<file path="src/hdl/svu_pkg.sv">
// Shared types, register codes, step codes and constants for the stereo VU meter.
// Depends on nothing; used by every module of the meter.
`default_nettype none

package svu_pkg;

	// Bar geometry
	localparam int          SEGMENTS = 32;
	localparam logic [5:0]  SEG_MAX  = 6'(SEGMENTS);

	// Q1.15 full scale
	localparam logic [15:0] Q_ONE = 16'd32768;

	// Divide by 1000: underestimate with 33554 / 2^25, then one correction step
	localparam logic [15:0] DIV_RECIP = 16'd33554;
	localparam logic [9:0]  MILLI     = 10'd1000;
	// gained level exceeds full scale once the product reaches 32769 * 1000
	localparam logic [28:0] SAT_LIMIT = 29'd32769000;

	// Rounding constant for Q1.15 weighting
	localparam logic [32:0] Q_HALF = 33'd16384;

	// Partial segment thresholds on the 15-bit fraction
	localparam logic [14:0] FRAC_FULL = 15'd24576;
	localparam logic [14:0] FRAC_HALF = 15'd8192;

	// Partial segment codes
	localparam logic [1:0] PART_DARK = 2'd0;
	localparam logic [1:0] PART_HALF = 2'd1;
	localparam logic [1:0] PART_FULL = 2'd2;

	// Peak marker codes
	localparam logic [1:0] SHOW_HIDDEN = 2'd0;
	localparam logic [1:0] SHOW_SOLID  = 2'd1;
	localparam logic [1:0] SHOW_DIMMED = 2'd2;

	// Register indexes (byte address 4 * index)
	localparam int         ADDR_W      = 5;
	localparam logic [2:0] REG_GAIN    = 3'd0;
	localparam logic [2:0] REG_GATE    = 3'd1;
	localparam logic [2:0] REG_ATTACK  = 3'd2;
	localparam logic [2:0] REG_RELEASE = 3'd3;
	localparam logic [2:0] REG_HOLD    = 3'd4;
	localparam logic [2:0] REG_FADE    = 3'd5;

	// Register reset values
	localparam logic [12:0] GAIN_RST    = 13'd1000;
	localparam logic [15:0] GATE_RST    = 16'd0;
	localparam logic [15:0] ATTACK_RST  = 16'd16384;
	localparam logic [15:0] RELEASE_RST = 16'd3277;
	localparam logic [15:0] HOLD_RST    = 16'd1000;
	localparam logic [15:0] FADE_RST    = 16'd500;

	// Sequencer steps, one per cycle, except that ST_OUT holds until the output register is free
	localparam int         STEP_W    = 4;
	localparam logic [3:0] ST_MUL    = 4'd0;
	localparam logic [3:0] ST_RECIP  = 4'd1;
	localparam logic [3:0] ST_FIX    = 4'd2;
	localparam logic [3:0] ST_DIFF   = 4'd3;
	localparam logic [3:0] ST_WEIGHT = 4'd4;
	localparam logic [3:0] ST_AVG    = 4'd5;
	localparam logic [3:0] ST_SEG    = 4'd6;
	localparam logic [3:0] ST_PEAK   = 4'd7;
	localparam logic [3:0] ST_OUT    = 4'd8;

	typedef struct packed {
		logic [12:0] gain_milli;
		logic [15:0] gate_level;
		logic [15:0] attack_coef;
		logic [15:0] release_coef;
		logic [15:0] hold_ms;
		logic [15:0] fade_ms;
	} cfg_t;

	typedef struct packed {
		logic              run;
		logic [STEP_W-1:0] step;
	} lane_ctl_t;

	typedef struct packed {
		logic [5:0] lit;
		logic [1:0] part;
		logic [5:0] pos;
		logic [1:0] show;
	} lane_res_t;

endpackage

`default_nettype wire

</file>
<file path="src/hdl/stereo_vu_meter_peak_hold.sv">
// Stereo VU meter with peak hold: top level, register file and step sequencer.
// Depends on svu_pkg, svu_lane and svu_merge.
//
// Usage:
//   Input stream (s_*): one request per meter update, carrying the left and
//   right Q1.15 RMS levels and a millisecond timestamp.
//   Output stream (m_*): one request per input, carrying lit count, partial
//   segment, peak position and peak marker for each channel.
//   APB port: six 32-bit registers at byte addresses 0x00..0x14 (gain, gate,
//   attack, release, hold, fade); write only while the meter is idle.
// Each update walks a nine-step per-channel sequence (gain multiply,
// reciprocal divide by 1000, correction, smoothing multiply and update,
// segment split, peak hold, hand-over) before the next request may start,
// since the smoothed level feeds back; the hand-over step loads the result
// into the output register, which raises m_tvalid.
// Both channels run in parallel lanes on the same steps.
// Reset: registers return to their defaults; smoothed levels, peaks and peak
// time stamps clear to zero; no output is pending.
// Stall: a finished result waits in the output register; the next input is
// still taken and worked, and only its final hand-over waits for room.
`default_nettype none

module stereo_vu_meter_peak_hold (
	input  wire logic        clk,
	input  wire logic        arst_n,
	// input stream
	input  wire logic        s_tvalid,
	output logic             s_tready,
	input  wire logic [63:0] s_tdata,   // level_left[15:0], level_right[31:16], now_ms[63:32]
	// output stream
	output logic             m_tvalid,
	input  wire logic        m_tready,
	// lit_left[5:0], part_left[7:6], peak_pos_left[13:8], peak_show_left[15:14],
	// lit_right[21:16], part_right[23:22], peak_pos_right[29:24], peak_show_right[31:30]
	output logic [31:0]      m_tdata,
	// register port
	input  wire logic        psel,
	input  wire logic        penable,
	input  wire logic        pwrite,
	input  wire logic [svu_pkg::ADDR_W-1:0] paddr,
	input  wire logic [31:0] pwdata,
	output logic [31:0]      prdata,
	output logic             pready
);

	// ---------------- registers ----------------
	svu_pkg::cfg_t cfg_q;
	logic [2:0]    reg_idx;
	logic          wr_en;

	assign pready  = 1'b1;
	assign reg_idx = paddr[4:2];
	assign wr_en   = psel && penable && pwrite && pready;

	always_ff @(posedge clk or negedge arst_n) begin
		if (!arst_n) begin
			cfg_q.gain_milli   <= svu_pkg::GAIN_RST;
			cfg_q.gate_level   <= svu_pkg::GATE_RST;
			cfg_q.attack_coef  <= svu_pkg::ATTACK_RST;
			cfg_q.release_coef <= svu_pkg::RELEASE_RST;
			cfg_q.hold_ms      <= svu_pkg::HOLD_RST;
			cfg_q.fade_ms      <= svu_pkg::FADE_RST;
		end else if (wr_en) begin
			case (reg_idx)
				svu_pkg::REG_GAIN:    cfg_q.gain_milli   <= pwdata[12:0];
				svu_pkg::REG_GATE:    cfg_q.gate_level   <= pwdata[15:0];
				svu_pkg::REG_ATTACK:  cfg_q.attack_coef  <= pwdata[15:0];
				svu_pkg::REG_RELEASE: cfg_q.release_coef <= pwdata[15:0];
				svu_pkg::REG_HOLD:    cfg_q.hold_ms      <= pwdata[15:0];
				svu_pkg::REG_FADE:    cfg_q.fade_ms      <= pwdata[15:0];
				default: begin
				end
			endcase
		end
	end

	always_comb begin
		case (reg_idx)
			svu_pkg::REG_GAIN:    prdata = {19'b0, cfg_q.gain_milli};
			svu_pkg::REG_GATE:    prdata = {16'b0, cfg_q.gate_level};
			svu_pkg::REG_ATTACK:  prdata = {16'b0, cfg_q.attack_coef};
			svu_pkg::REG_RELEASE: prdata = {16'b0, cfg_q.release_coef};
			svu_pkg::REG_HOLD:    prdata = {16'b0, cfg_q.hold_ms};
			svu_pkg::REG_FADE:    prdata = {16'b0, cfg_q.fade_ms};
			default:              prdata = 32'd0;
		endcase
	end

	// ---------------- sequencer ----------------
	// busy from accept until the result is handed to the output register
	logic                       busy_q;
	logic [svu_pkg::STEP_W-1:0] step_q;
	logic [15:0]                level_left_q;
	logic [15:0]                level_right_q;
	logic [31:0]                now_q;
	logic                       accept;
	logic                       out_free;
	logic                       hand_over;
	svu_pkg::lane_ctl_t         ctl;

	assign s_tready  = !busy_q;
	assign accept    = s_tvalid && s_tready;
	assign hand_over = busy_q && (step_q == svu_pkg::ST_OUT) && out_free;
	assign ctl.run   = busy_q;
	assign ctl.step  = step_q;

	always_ff @(posedge clk or negedge arst_n) begin
		if (!arst_n) begin
			busy_q <= 1'b0;
			step_q <= svu_pkg::ST_MUL;
		end else if (accept) begin
			busy_q <= 1'b1;
			step_q <= svu_pkg::ST_MUL;
		end else if (busy_q) begin
			if (step_q != svu_pkg::ST_OUT) begin
				step_q <= step_q + 4'd1;
			end else if (out_free) begin
				busy_q <= 1'b0;
			end
		end
	end

	// request payload, held for the whole sequence
	always_ff @(posedge clk) begin
		if (accept) begin
			level_left_q  <= s_tdata[15:0];
			level_right_q <= s_tdata[31:16];
			now_q         <= s_tdata[63:32];
		end
	end

	// ---------------- lanes ----------------
	svu_pkg::lane_res_t res_left;
	svu_pkg::lane_res_t res_right;

	svu_lane u_lane_left (
		.clk    (clk),
		.arst_n (arst_n),
		.ctl    (ctl),
		.cfg    (cfg_q),
		.level  (level_left_q),
		.now_ms (now_q),
		.res    (res_left)
	);

	svu_lane u_lane_right (
		.clk    (clk),
		.arst_n (arst_n),
		.ctl    (ctl),
		.cfg    (cfg_q),
		.level  (level_right_q),
		.now_ms (now_q),
		.res    (res_right)
	);

	// ---------------- merge / output ----------------
	svu_merge u_merge (
		.clk       (clk),
		.arst_n    (arst_n),
		.load      (hand_over),
		.res_left  (res_left),
		.res_right (res_right),
		.m_tready  (m_tready),
		.m_tvalid  (m_tvalid),
		.m_tdata   (m_tdata),
		.free      (out_free)
	);

endmodule

`default_nettype wire

</file>
<file path="src/hdl/svu_lane.sv">
// One channel of the meter: gain, gate, attack/release average, segments, peak hold.
// Depends on svu_pkg; stepped by the sequencer in the top level.
`default_nettype none

module svu_lane (
	input  wire logic              clk,
	input  wire logic              arst_n,
	input  wire svu_pkg::lane_ctl_t ctl,
	input  wire svu_pkg::cfg_t     cfg,
	input  wire logic [15:0]       level,
	input  wire logic [31:0]       now_ms,
	output svu_pkg::lane_res_t     res
);

	function automatic logic [15:0] clamp_coef(input logic [15:0] c);
		clamp_coef = (c > svu_pkg::Q_ONE) ? svu_pkg::Q_ONE : c;
	endfunction

	// datapath registers
	logic [28:0] prod_s1;
	logic        sat_s2;
	logic [15:0] quo_s2;
	logic [24:0] plo_s2;
	logic [15:0] gated_s3;
	logic        rise_s4;
	logic [15:0] diff_s4;
	logic [15:0] coef_s4;
	logic [15:0] delta_s5;
	logic [5:0]  lit_s7;
	logic [1:0]  part_s7;
	logic [31:0] age_s7;
	logic        grow_s7;
	svu_pkg::lane_res_t res_q;

	// channel state
	logic [15:0] avg_q;
	logic [5:0]  peak_q;
	logic [31:0] stamp_q;

	// reciprocal estimate of prod / 1000
	logic [40:0] recip_prod;
	assign recip_prod = {16'b0, prod_s1[24:0]} * {25'b0, svu_pkg::DIV_RECIP};

	// correction and gate
	logic [25:0] back;
	logic [25:0] rem;
	logic [15:0] quo_fix;
	logic [15:0] gained;
	assign back    = {10'b0, quo_s2} * {16'b0, svu_pkg::MILLI};
	assign rem     = {1'b0, plo_s2} - back;
	assign quo_fix = (rem >= {16'b0, svu_pkg::MILLI}) ? quo_s2 + 16'd1 : quo_s2;
	always_comb begin
		gained = sat_s2 ? svu_pkg::Q_ONE : quo_fix;
		if (gained < cfg.gate_level) begin
			gained = 16'd0;
		end
	end

	// weighted step toward the input, rounded
	logic [31:0] wprod;
	logic [32:0] wsum;
	assign wprod = {16'b0, coef_s4} * {16'b0, diff_s4};
	assign wsum  = {1'b0, wprod} + svu_pkg::Q_HALF;

	// segment split
	logic [21:0] scaled;
	logic [6:0]  lit_raw;
	logic [5:0]  lit_c;
	logic [14:0] frac;
	logic [1:0]  part_c;
	assign scaled  = {6'b0, avg_q} * 22'(svu_pkg::SEGMENTS);
	assign lit_raw = scaled[21:15];
	assign lit_c   = (lit_raw > {1'b0, svu_pkg::SEG_MAX}) ? svu_pkg::SEG_MAX : lit_raw[5:0];
	assign frac    = scaled[14:0];
	always_comb begin
		part_c = svu_pkg::PART_DARK;
		if (lit_c < svu_pkg::SEG_MAX) begin
			if (frac > svu_pkg::FRAC_FULL) begin
				part_c = svu_pkg::PART_FULL;
			end else if (frac > svu_pkg::FRAC_HALF) begin
				part_c = svu_pkg::PART_HALF;
			end
		end
	end

	// peak hold; a new peak restarts the age at zero
	logic [5:0]  pos_c;
	logic [31:0] age_eff;
	logic [16:0] span;
	logic        solid;
	logic        dimmed;
	logic [1:0]  show_c;
	assign pos_c   = grow_s7 ? lit_s7 : peak_q;
	assign age_eff = grow_s7 ? 32'd0 : age_s7;
	assign span    = {1'b0, cfg.hold_ms} + {1'b0, cfg.fade_ms};
	assign solid   = age_eff < {16'b0, cfg.hold_ms};
	assign dimmed  = !solid && (age_eff < {15'b0, span});
	always_comb begin
		if (solid) begin
			show_c = svu_pkg::SHOW_SOLID;
		end else if (dimmed) begin
			show_c = svu_pkg::SHOW_DIMMED;
		end else begin
			show_c = svu_pkg::SHOW_HIDDEN;
		end
		if (pos_c == 6'd0 || pos_c >= svu_pkg::SEG_MAX) begin
			show_c = svu_pkg::SHOW_HIDDEN;
		end
	end

	always_ff @(posedge clk) begin
		if (ctl.run) begin
			case (ctl.step)
				svu_pkg::ST_MUL: begin
					prod_s1 <= {13'b0, level} * {16'b0, cfg.gain_milli};
				end
				svu_pkg::ST_RECIP: begin
					sat_s2 <= prod_s1 >= svu_pkg::SAT_LIMIT;
					quo_s2 <= recip_prod[40:25];
					plo_s2 <= prod_s1[24:0];
				end
				svu_pkg::ST_FIX: begin
					gated_s3 <= gained;
				end
				svu_pkg::ST_DIFF: begin
					rise_s4 <= gated_s3 > avg_q;
					if (gated_s3 > avg_q) begin
						diff_s4 <= gated_s3 - avg_q;
						coef_s4 <= clamp_coef(cfg.attack_coef);
					end else begin
						diff_s4 <= avg_q - gated_s3;
						coef_s4 <= clamp_coef(cfg.release_coef);
					end
				end
				svu_pkg::ST_WEIGHT: begin
					delta_s5 <= wsum[30:15];
				end
				svu_pkg::ST_SEG: begin
					lit_s7  <= lit_c;
					part_s7 <= part_c;
					age_s7  <= now_ms - stamp_q;
					grow_s7 <= lit_c > peak_q;
				end
				svu_pkg::ST_PEAK: begin
					res_q.lit  <= lit_s7;
					res_q.part <= part_s7;
					res_q.pos  <= pos_c;
					res_q.show <= show_c;
				end
				default: begin
				end
			endcase
		end
	end

	always_ff @(posedge clk or negedge arst_n) begin
		if (!arst_n) begin
			avg_q   <= 16'd0;
			peak_q  <= 6'd0;
			stamp_q <= 32'd0;
		end else if (ctl.run) begin
			if (ctl.step == svu_pkg::ST_AVG) begin
				avg_q <= rise_s4 ? avg_q + delta_s5 : avg_q - delta_s5;
			end
			if (ctl.step == svu_pkg::ST_PEAK) begin
				peak_q <= (!solid && !dimmed) ? lit_s7 : pos_c;
				if (grow_s7) begin
					stamp_q <= now_ms;
				end
			end
		end
	end

	assign res = res_q;

endmodule

`default_nettype wire

</file>
<file path="src/hdl/svu_merge.sv">
// Merging stage: packs both lane results into one output request and holds it
// until taken. Depends on svu_pkg.
`default_nettype none

module svu_merge (
	input  wire logic               clk,
	input  wire logic               arst_n,
	input  wire logic               load,
	input  wire svu_pkg::lane_res_t res_left,
	input  wire svu_pkg::lane_res_t res_right,
	input  wire logic               m_tready,
	output logic                    m_tvalid,
	output logic [31:0]             m_tdata,
	output logic                    free
);

	logic        valid_q;
	logic [31:0] data_q;

	assign free = !valid_q || m_tready;

	always_ff @(posedge clk or negedge arst_n) begin
		if (!arst_n) begin
			valid_q <= 1'b0;
		end else if (load) begin
			valid_q <= 1'b1;
		end else if (m_tready) begin
			valid_q <= 1'b0;
		end
	end

	always_ff @(posedge clk) begin
		if (load) begin
			data_q <= {res_right.show, res_right.pos, res_right.part, res_right.lit,
				res_left.show, res_left.pos, res_left.part, res_left.lit};
		end
	end

	assign m_tvalid = valid_q;
	assign m_tdata  = data_q;

endmodule

`default_nettype wire

</file>
<file path="config.mk">
export PLATFORM = sky130hd
export DESIGN_NAME = stereo_vu_meter_peak_hold
export DESIGN_NICKNAME = d
export VERILOG_FILES = /design/src/hdl/svu_pkg.sv /design/src/hdl/stereo_vu_meter_peak_hold.sv /design/src/hdl/svu_lane.sv /design/src/hdl/svu_merge.sv
export SDC_FILE = /design/constraint.sdc
export NUM_CORES = 2
export LEC_CHECK = 0
export ABC_AREA = 1
export CORE_ASPECT_RATIO = 0.7
export CORE_MARGIN = 2
export CORE_UTILIZATION = 40
export DETAILED_ROUTE_END_ITERATION = 6
export DONT_BUFFER_PORTS = 1
export PLACE_DENSITY = 0.58
export SLEW_MARGIN = 40
export SYNTH_ARGS = -nofsm -noshare
export SYNTH_HDL_FRONTEND = slang
export SYNTH_HIERARCHICAL = 1
export SYNTH_SLANG_ARGS = --single-unit
export TNS_END_PERCENT = 5
</file>
<file path="constraint.sdc">
create_clock -name clk -period 9.1 [get_ports clk]
set_input_delay 0 -clock clk [delete_from_list [all_inputs] [get_ports clk]]
set_output_delay 0 -clock clk [all_outputs]
set_load 0.1 [all_outputs]
</file>
# Yosys cells after proc, flatten, opt, wreduce, memory -nomap -nowiden
# Index checks and enable logic that the tools add are counted.
# W data, S select, Z words.
[totals]
ff_bits = 689
in_bits = 108
out_inout_bits = 67
elab_cells = 209
[op_classes]
addsub = 18
n_mul = 8
n_lt_le_gt_ge = 26
eq_ne = 14
muxes = 38
bitwise = 2
reduce_logical = 46
[ops]
columns = ["cell", "count"]
rows = [
  ["$mux W16", 12],
  ["$pmux W16 S6", 1],
  ["$sub A16 B16 Y16", 6],
  ["$mul A25 B15 Y40 const B", 2],
  ["$lt A32 B16 Y1", 2],
  ["$lt A32 B17 Y1", 2],
  ["$mux W32", 2],
  ["$sub A32 B32 Y32", 2],
  ["$add A31 B15 Y31 const B", 2],
  ["$mul A16 B16 Y31", 2],
  ["$ge A29 B25 Y1 const B", 2],
  ["$mul A16 B13 Y29", 2],
  ["$ge A26 B10 Y1 const B", 2],
  ["$sub A25 B26 Y26", 2],
  ["$mul A16 B7 Y23 const B", 2],
  ["$mux W6", 6],
  ["$add A16 B1 Y16 const B", 2],
  ["$add A16 B16 Y16", 2],
  ["$gt A16 B16 Y1", 2],
  ["$gt A16 B16 Y1 const B", 2],
  ["$lt A16 B16 Y1", 2],
  ["$gt A15 B14 Y1 const B", 2],
  ["$gt A15 B15 Y1 const B", 2],
  ["$reduce_and A2 Y1", 15],
  ["27 further kinds", 74],
]

# Logic depth before layout (Yosys ltp)
[depth]
word_depth = 7
ltp_mapped = 48
ltp_nobuf = 47

# By module
# The synthesis kept the hierarchy.
[by_module_without_submodules]
columns = ["module", "n_inst", "cells_per_inst", "area_per_inst_um2", "seq_area_each_um2"]
rows = [
  ["svu_lane at u_lane_right", 1, 4774, 39251.4, 7056.8],
  ["svu_lane at u_lane_left", 1, 4686, 38964.9, 7056.8],
  ["stereo_vu_meter_peak_hold", 1, 721, 7106.8, 4406.7],
  ["svu_merge", 1, 37, 1006.0, 985.9],
]

# Least setup slack after synthesis
# Ideal clock, no wire load.
[synth_timing]
path_type = "reg2reg"
startpoint = "register u_lane_left.quo_s2[0]"
endpoint = "register u_lane_left.gated_s3[10] (data pin)"
setup_ps = 275
arrival_ps = 8097
required_time_ps = 8825
setup_slack_ps = 728
path_stages_with_launch = 41
n_path_buf = 2
synth_period_minus_slack_ps = 8372
cell_sequence = "edfxtp_1 fa_1 fa_1 inv_1 fa_1 fa_1 inv_1 ha_1 inv_1 o31ai_1 a21oi_1 o21ai_0 a31oi_1 o21ai_0 a21oi_1 o21bai_1 nand2_1 a21oi_1 (+5 left out) nand2_1 inv_1 nand4_1 and3_1 nand2_1 nand2_1 nor4_1 nand4_1 buf_2 o211ai_1 inv_1 ha_1 a21oi_1 nor2_1 a211oi_1 o221a_2 clkbuf_1 a21oi_2"
[synth_via]
elab_chain_cells = 6
elab_cells_between_ends = 7
classes_between = "add/sub: 2; mul: 1; order compare: 2; mux: 2"
[synth_rtl]
columns = ["element", "line_no", "text"]
rows = [
  ["from (decl)", "svu_lane.sv:22", "logic [15:0] quo_s2;"],
  ["from (signal assigned)", "svu_lane.sv:119", "quo_s2 <= recip_prod[40:25];"],
  ["$mul A16 B7 Y23", "svu_lane.sv:49", "assign back = {10'b0, quo_s2} * {16'b0, svu_pkg::MILLI};"],
  ["$sub A25 B26 Y26", "svu_lane.sv:50", "assign rem = {1'b0, plo_s2} - back;"],
  ["$ge A26 B10 Y1", "svu_lane.sv:51", "assign quo_fix = (rem >= {16'b0, svu_pkg::MILLI}) ? quo_s2 + 16'd1 : quo_s2;"],
  ["$mux W16 *", "svu_lane.sv:51", ""],
  ["$mux W16 *", "svu_lane.sv:53", "gained = sat_s2 ? svu_pkg::Q_ONE : quo_fix;"],
  ["$lt A16 B16 Y1", "svu_lane.sv:54", "if (gained < cfg.gate_level) begin"],
  ["to (signal assigned)", "svu_lane.sv:123", "gated_s3 <= gained;"],
  ["to (decl)", "svu_lane.sv:24", "logic [15:0] gated_s3;"],
]
# Mark *: on every way between the ends. The rest lies on a longest branch, timed or not.
# A chain may end at the register's enable or synchronous reset.

# Worst setup path after layout
[layout_timing]
startpoint = "register u_lane_left.quo_s2[2]"
endpoint = "register u_lane_left.gated_s3[9] (data pin)"
# The elaborated chain is that of the path after synthesis.

==> flow_metrics.env <==
export IMPL_clock_skew_ns=0.0838
export IMPL_dp_hpwl_um=191000
export IMPL_ys_ff_latch=683
export IMPL_grt_pass1_wl_um=381000
export IMPL_cts_buffers=84
export IMPL_layout_commonest_cell="inv_1"
export IMPL_cp_data_required_time_ns=9.55
export IMPL_fp_dieW_um=559
export IMPL_reg2regPathDepth=40
export IMPL_ys_flop_type="edfxtp_1"
export IMPL_die_y_um=393
export IMPL_slew_violations=0
export IMPL_critPathCaptureType="register"
export IMPL_tightest_slew_ns=0.901
export IMPL_min_period_ns=8.46
export IMPL_wl_um=241000
export IMPL_ff2ff_setup_slack_ns=0.64
export IMPL_yosys_warnings=6
export IMPL_hp_start="paddr[2]"
export IMPL_synth_edf_count=476
export IMPL_path_max_fanout=26
export IMPL_rsz0062_at_grt="no"
export IMPL_worstPathArrival_ns=8.91
export IMPL_std_cell_rows=142
export IMPL_setup_violations_final=0
export IMPL_clk_pin_slew_worst_paths_ns=0.06
export IMPL_cts_tree="yes"
export IMPL_hold_depth=4
export IMPL_worstSkewPairLatency_ns=0.76
export IMPL_grt_max_degree=208
export IMPL_drv_cap=0
export IMPL_first_iter_violations=5313
export IMPL_drt_first_pass_iters=6
export IMPL_antenna_found_initial=12
export IMPL_grt_pass1_vias=67500
export IMPL_fillers=21000
export IMPL_synthToLayoutAreaGrowth_pct=9.83
export IMPL_worst_setup_path_type="register to register"
export IMPL_die_area_um2=220000
export IMPL_start_util_pct=40.3
export IMPL_coreArea_um2=214000
export IMPL_clock_path_buffers=3
export IMPL_hold_path_end="cfg_q[44]"
export IMPL_max_freq_ghz=0.118
export IMPL_cts_sink_count=683
export IMPL_synth_cells=10200
export IMPL_htree_levels=3
export IMPL_vias=66800
export IMPL_postRouteAntennaNets=0
export IMPL_slowest_stage="fa_1"
export IMPL_groute_usage_overall_pct=22.0
export IMPL_hp_class="input pin to register"
export IMPL_reg2reg_from="u_lane_left/quo_s2[2]"
export IMPL_start_kind="register"
export IMPL_regToRegEndpoint="u_lane_left/gated_s3[9]"
export IMPL_period_share_pct=93.0
export IMPL_relSlewSlack_pct=39.5
export IMPL_vias_per_cell=5.05
export IMPL_drive_gt1_share_pct=4.27
export IMPL_io_pins=175
export IMPL_synth_area_per_cell_um2=8.45
export IMPL_syn_area_um2=86300
export IMPL_nets=12500
export IMPL_multiInputGateArea_um2=56500
export IMPL_cts_root_buf="clkbuf_16"
export IMPL_status="completed"
export IMPL_routedWlPerCell_um=18.2
export IMPL_seq_area_frac_synth_pct=22.6
export IMPL_final_cell_mix="inv_1 (2406), nand2_1 (2101), ha_1 (1175)"
export IMPL_port_buffers=0
export IMPL_route_detailed_drc=0
export IMPL_hold_viol=0
export IMPL_gr_total_overflow=0
export IMPL_gp_congestion=0.925
export IMPL_cp_slowest_stage_delay_ns=0.55
export IMPL_seq_area_um2=19500
export IMPL_tns_ns=0
export IMPL_ys_types=73
export IMPL_synth_async_reset_ratio_pct=30.3
[final cells by class]
cell class              instances  share of cell area (%)
well taps                    2880                    3.80
clock buffers                 108                    2.44
inverters                    2426                    9.62
diodes                          6                  0.0158
flip-flops and latches        683                    20.6
repair buffers                282                    3.19
multi-input cells            6797                    59.6
clock inverters                49                   0.785
[cell usage after synthesis, types with 18 or more instances]
cell type	instances	area, um2
nor2_2	19	119
nor4_1	30	188
a211oi_1	23	173
nand2_2	26	163
o211ai_1	38	285
buf_2	20	100
a21oi_1	550	2750
inv_1	2412	9050
a21oi_2	24	210
buf_4	23	173
o32ai_1	25	219
a21o_1	26	195
fa_1	926	18500
o21bai_1	34	255
nand4_1	106	663
o21ai_0	356	1780
dfrtp_1	181	4530
o21a_1	18	135
xor2_1	270	2360
nor3_1	49	245
a31oi_1	38	238
ha_1	1176	14700
clkbuf_1	258	968
dfstp_2	26	683
nand3_1	230	1150
xnor2_1	101	885
edfxtp_1	476	14300
nor2_1	423	1590
o21ai_1	18	90.1
nand2_1	2113	7930
[stage by stage]
step | std cells | hold slack, ns | utilization (%) | setup slack (ns) | instance area (um2)
2_1_floorplan | 10200 | -0.296 | - | 0.728 | 86400
3_3_place_gp | 12800 | -0.287 | 41.6 | 0.238 | 89100
3_5_place_dp | 12900 | -0.288 | 41.8 | 0.248 | 89600
4_1_cts | 13200 | 0.00538 | 44.1 | 0.144 | 94500
5_1_grt | 13200 | 0.0335 | 44.2 | 0.00675 | 94800
6_report | 13200 | 0.0583 | 44.2 | 0.636 | 94800
[worst max-delay path by stage]
stage | from | to | slack [ns] | cells after the start
after floorplan | u_lane_left/quo_s2[0] | u_lane_left/gated_s3[10] | 0.73 | 40
after detailed placement | u_lane_left/quo_s2[2] | u_lane_left/gated_s3[0] | 0.25 | 39
after CTS | u_lane_left/quo_s2[2] | u_lane_left/gated_s3[0] | 0.14 | 39
after global routing | u_lane_left/quo_s2[2] | u_lane_left/gated_s3[12] | 0.007 | 40
final | u_lane_left/quo_s2[2] | u_lane_left/gated_s3[9] | 0.64 | 40
after global placement | u_lane_left/quo_s2[2] | u_lane_left/gated_s3[2] | 0.24 | 39
[critical path: cells and delay by family, from the launching register on]
family / cells / cell delay (ns)
flip-flops: 1 / 0.42
AO/OA/AOI/OAI: 12 / 2.19
adder cells (fa/ha/maj): 7 / 3.10
XOR/XNOR: 1 / 0.14
AND/OR/NAND/NOR: 13 / 1.57
buffers and inverters: 7 / 0.75
[timing repair]
item | 4_1_cts | 5_1_grt
endpoints found under the setup margin | 0 | 32
setup buffers | 0 | 8
gates resized for setup | 0 | 14
endpoints found under the hold margin | 407 | 9
hold buffers | 180 | 1
[logic make-up (layout without fill, tap and decap cells)]
group,after synthesis,in the layout,share of synthesized area [%]
and+or+nand+nor,3070,3070,14.7
adders and majority gates,2102,2102,38.5
muxes,4,4,0.0493
buffers and inverters,2754,2865,12.2
AOI/OAI and AO/OA,1232,1233,8.12
xor gates and xnor gates,371,371,3.76
other,2,23,0.00870
DFF,683,683,22.6
[routing by layer]
metal  vias up  global-route usage [%]  part of all wire, %
met5         -                       0                0.011
met4         4                    5.43                  2.4
met3       263                    3.02                  6.5
met2      1963                    32.8                   42
met1     32600                    33.4                   49
li1      32000                       -                    -
[state kept, by name, indices dropped and copies added (netlist names), 22 cells and up]
register and count:
cfg_q 93, u_lane_right/stamp_q 32, u_lane_left/stamp_q 32, u_merge/m_tdata 32, now_q 32, u_lane_right/plo_s2 22, u_lane_left/plo_s2 22, u_lane_right/age_s7 32
u_lane_left/prod_s1 29, u_lane_left/age_s7 32, u_lane_right/prod_s1 29
Power is not shown: default switching activity piles up to over one toggle a cycle in this logic, so the estimate is an artifact.
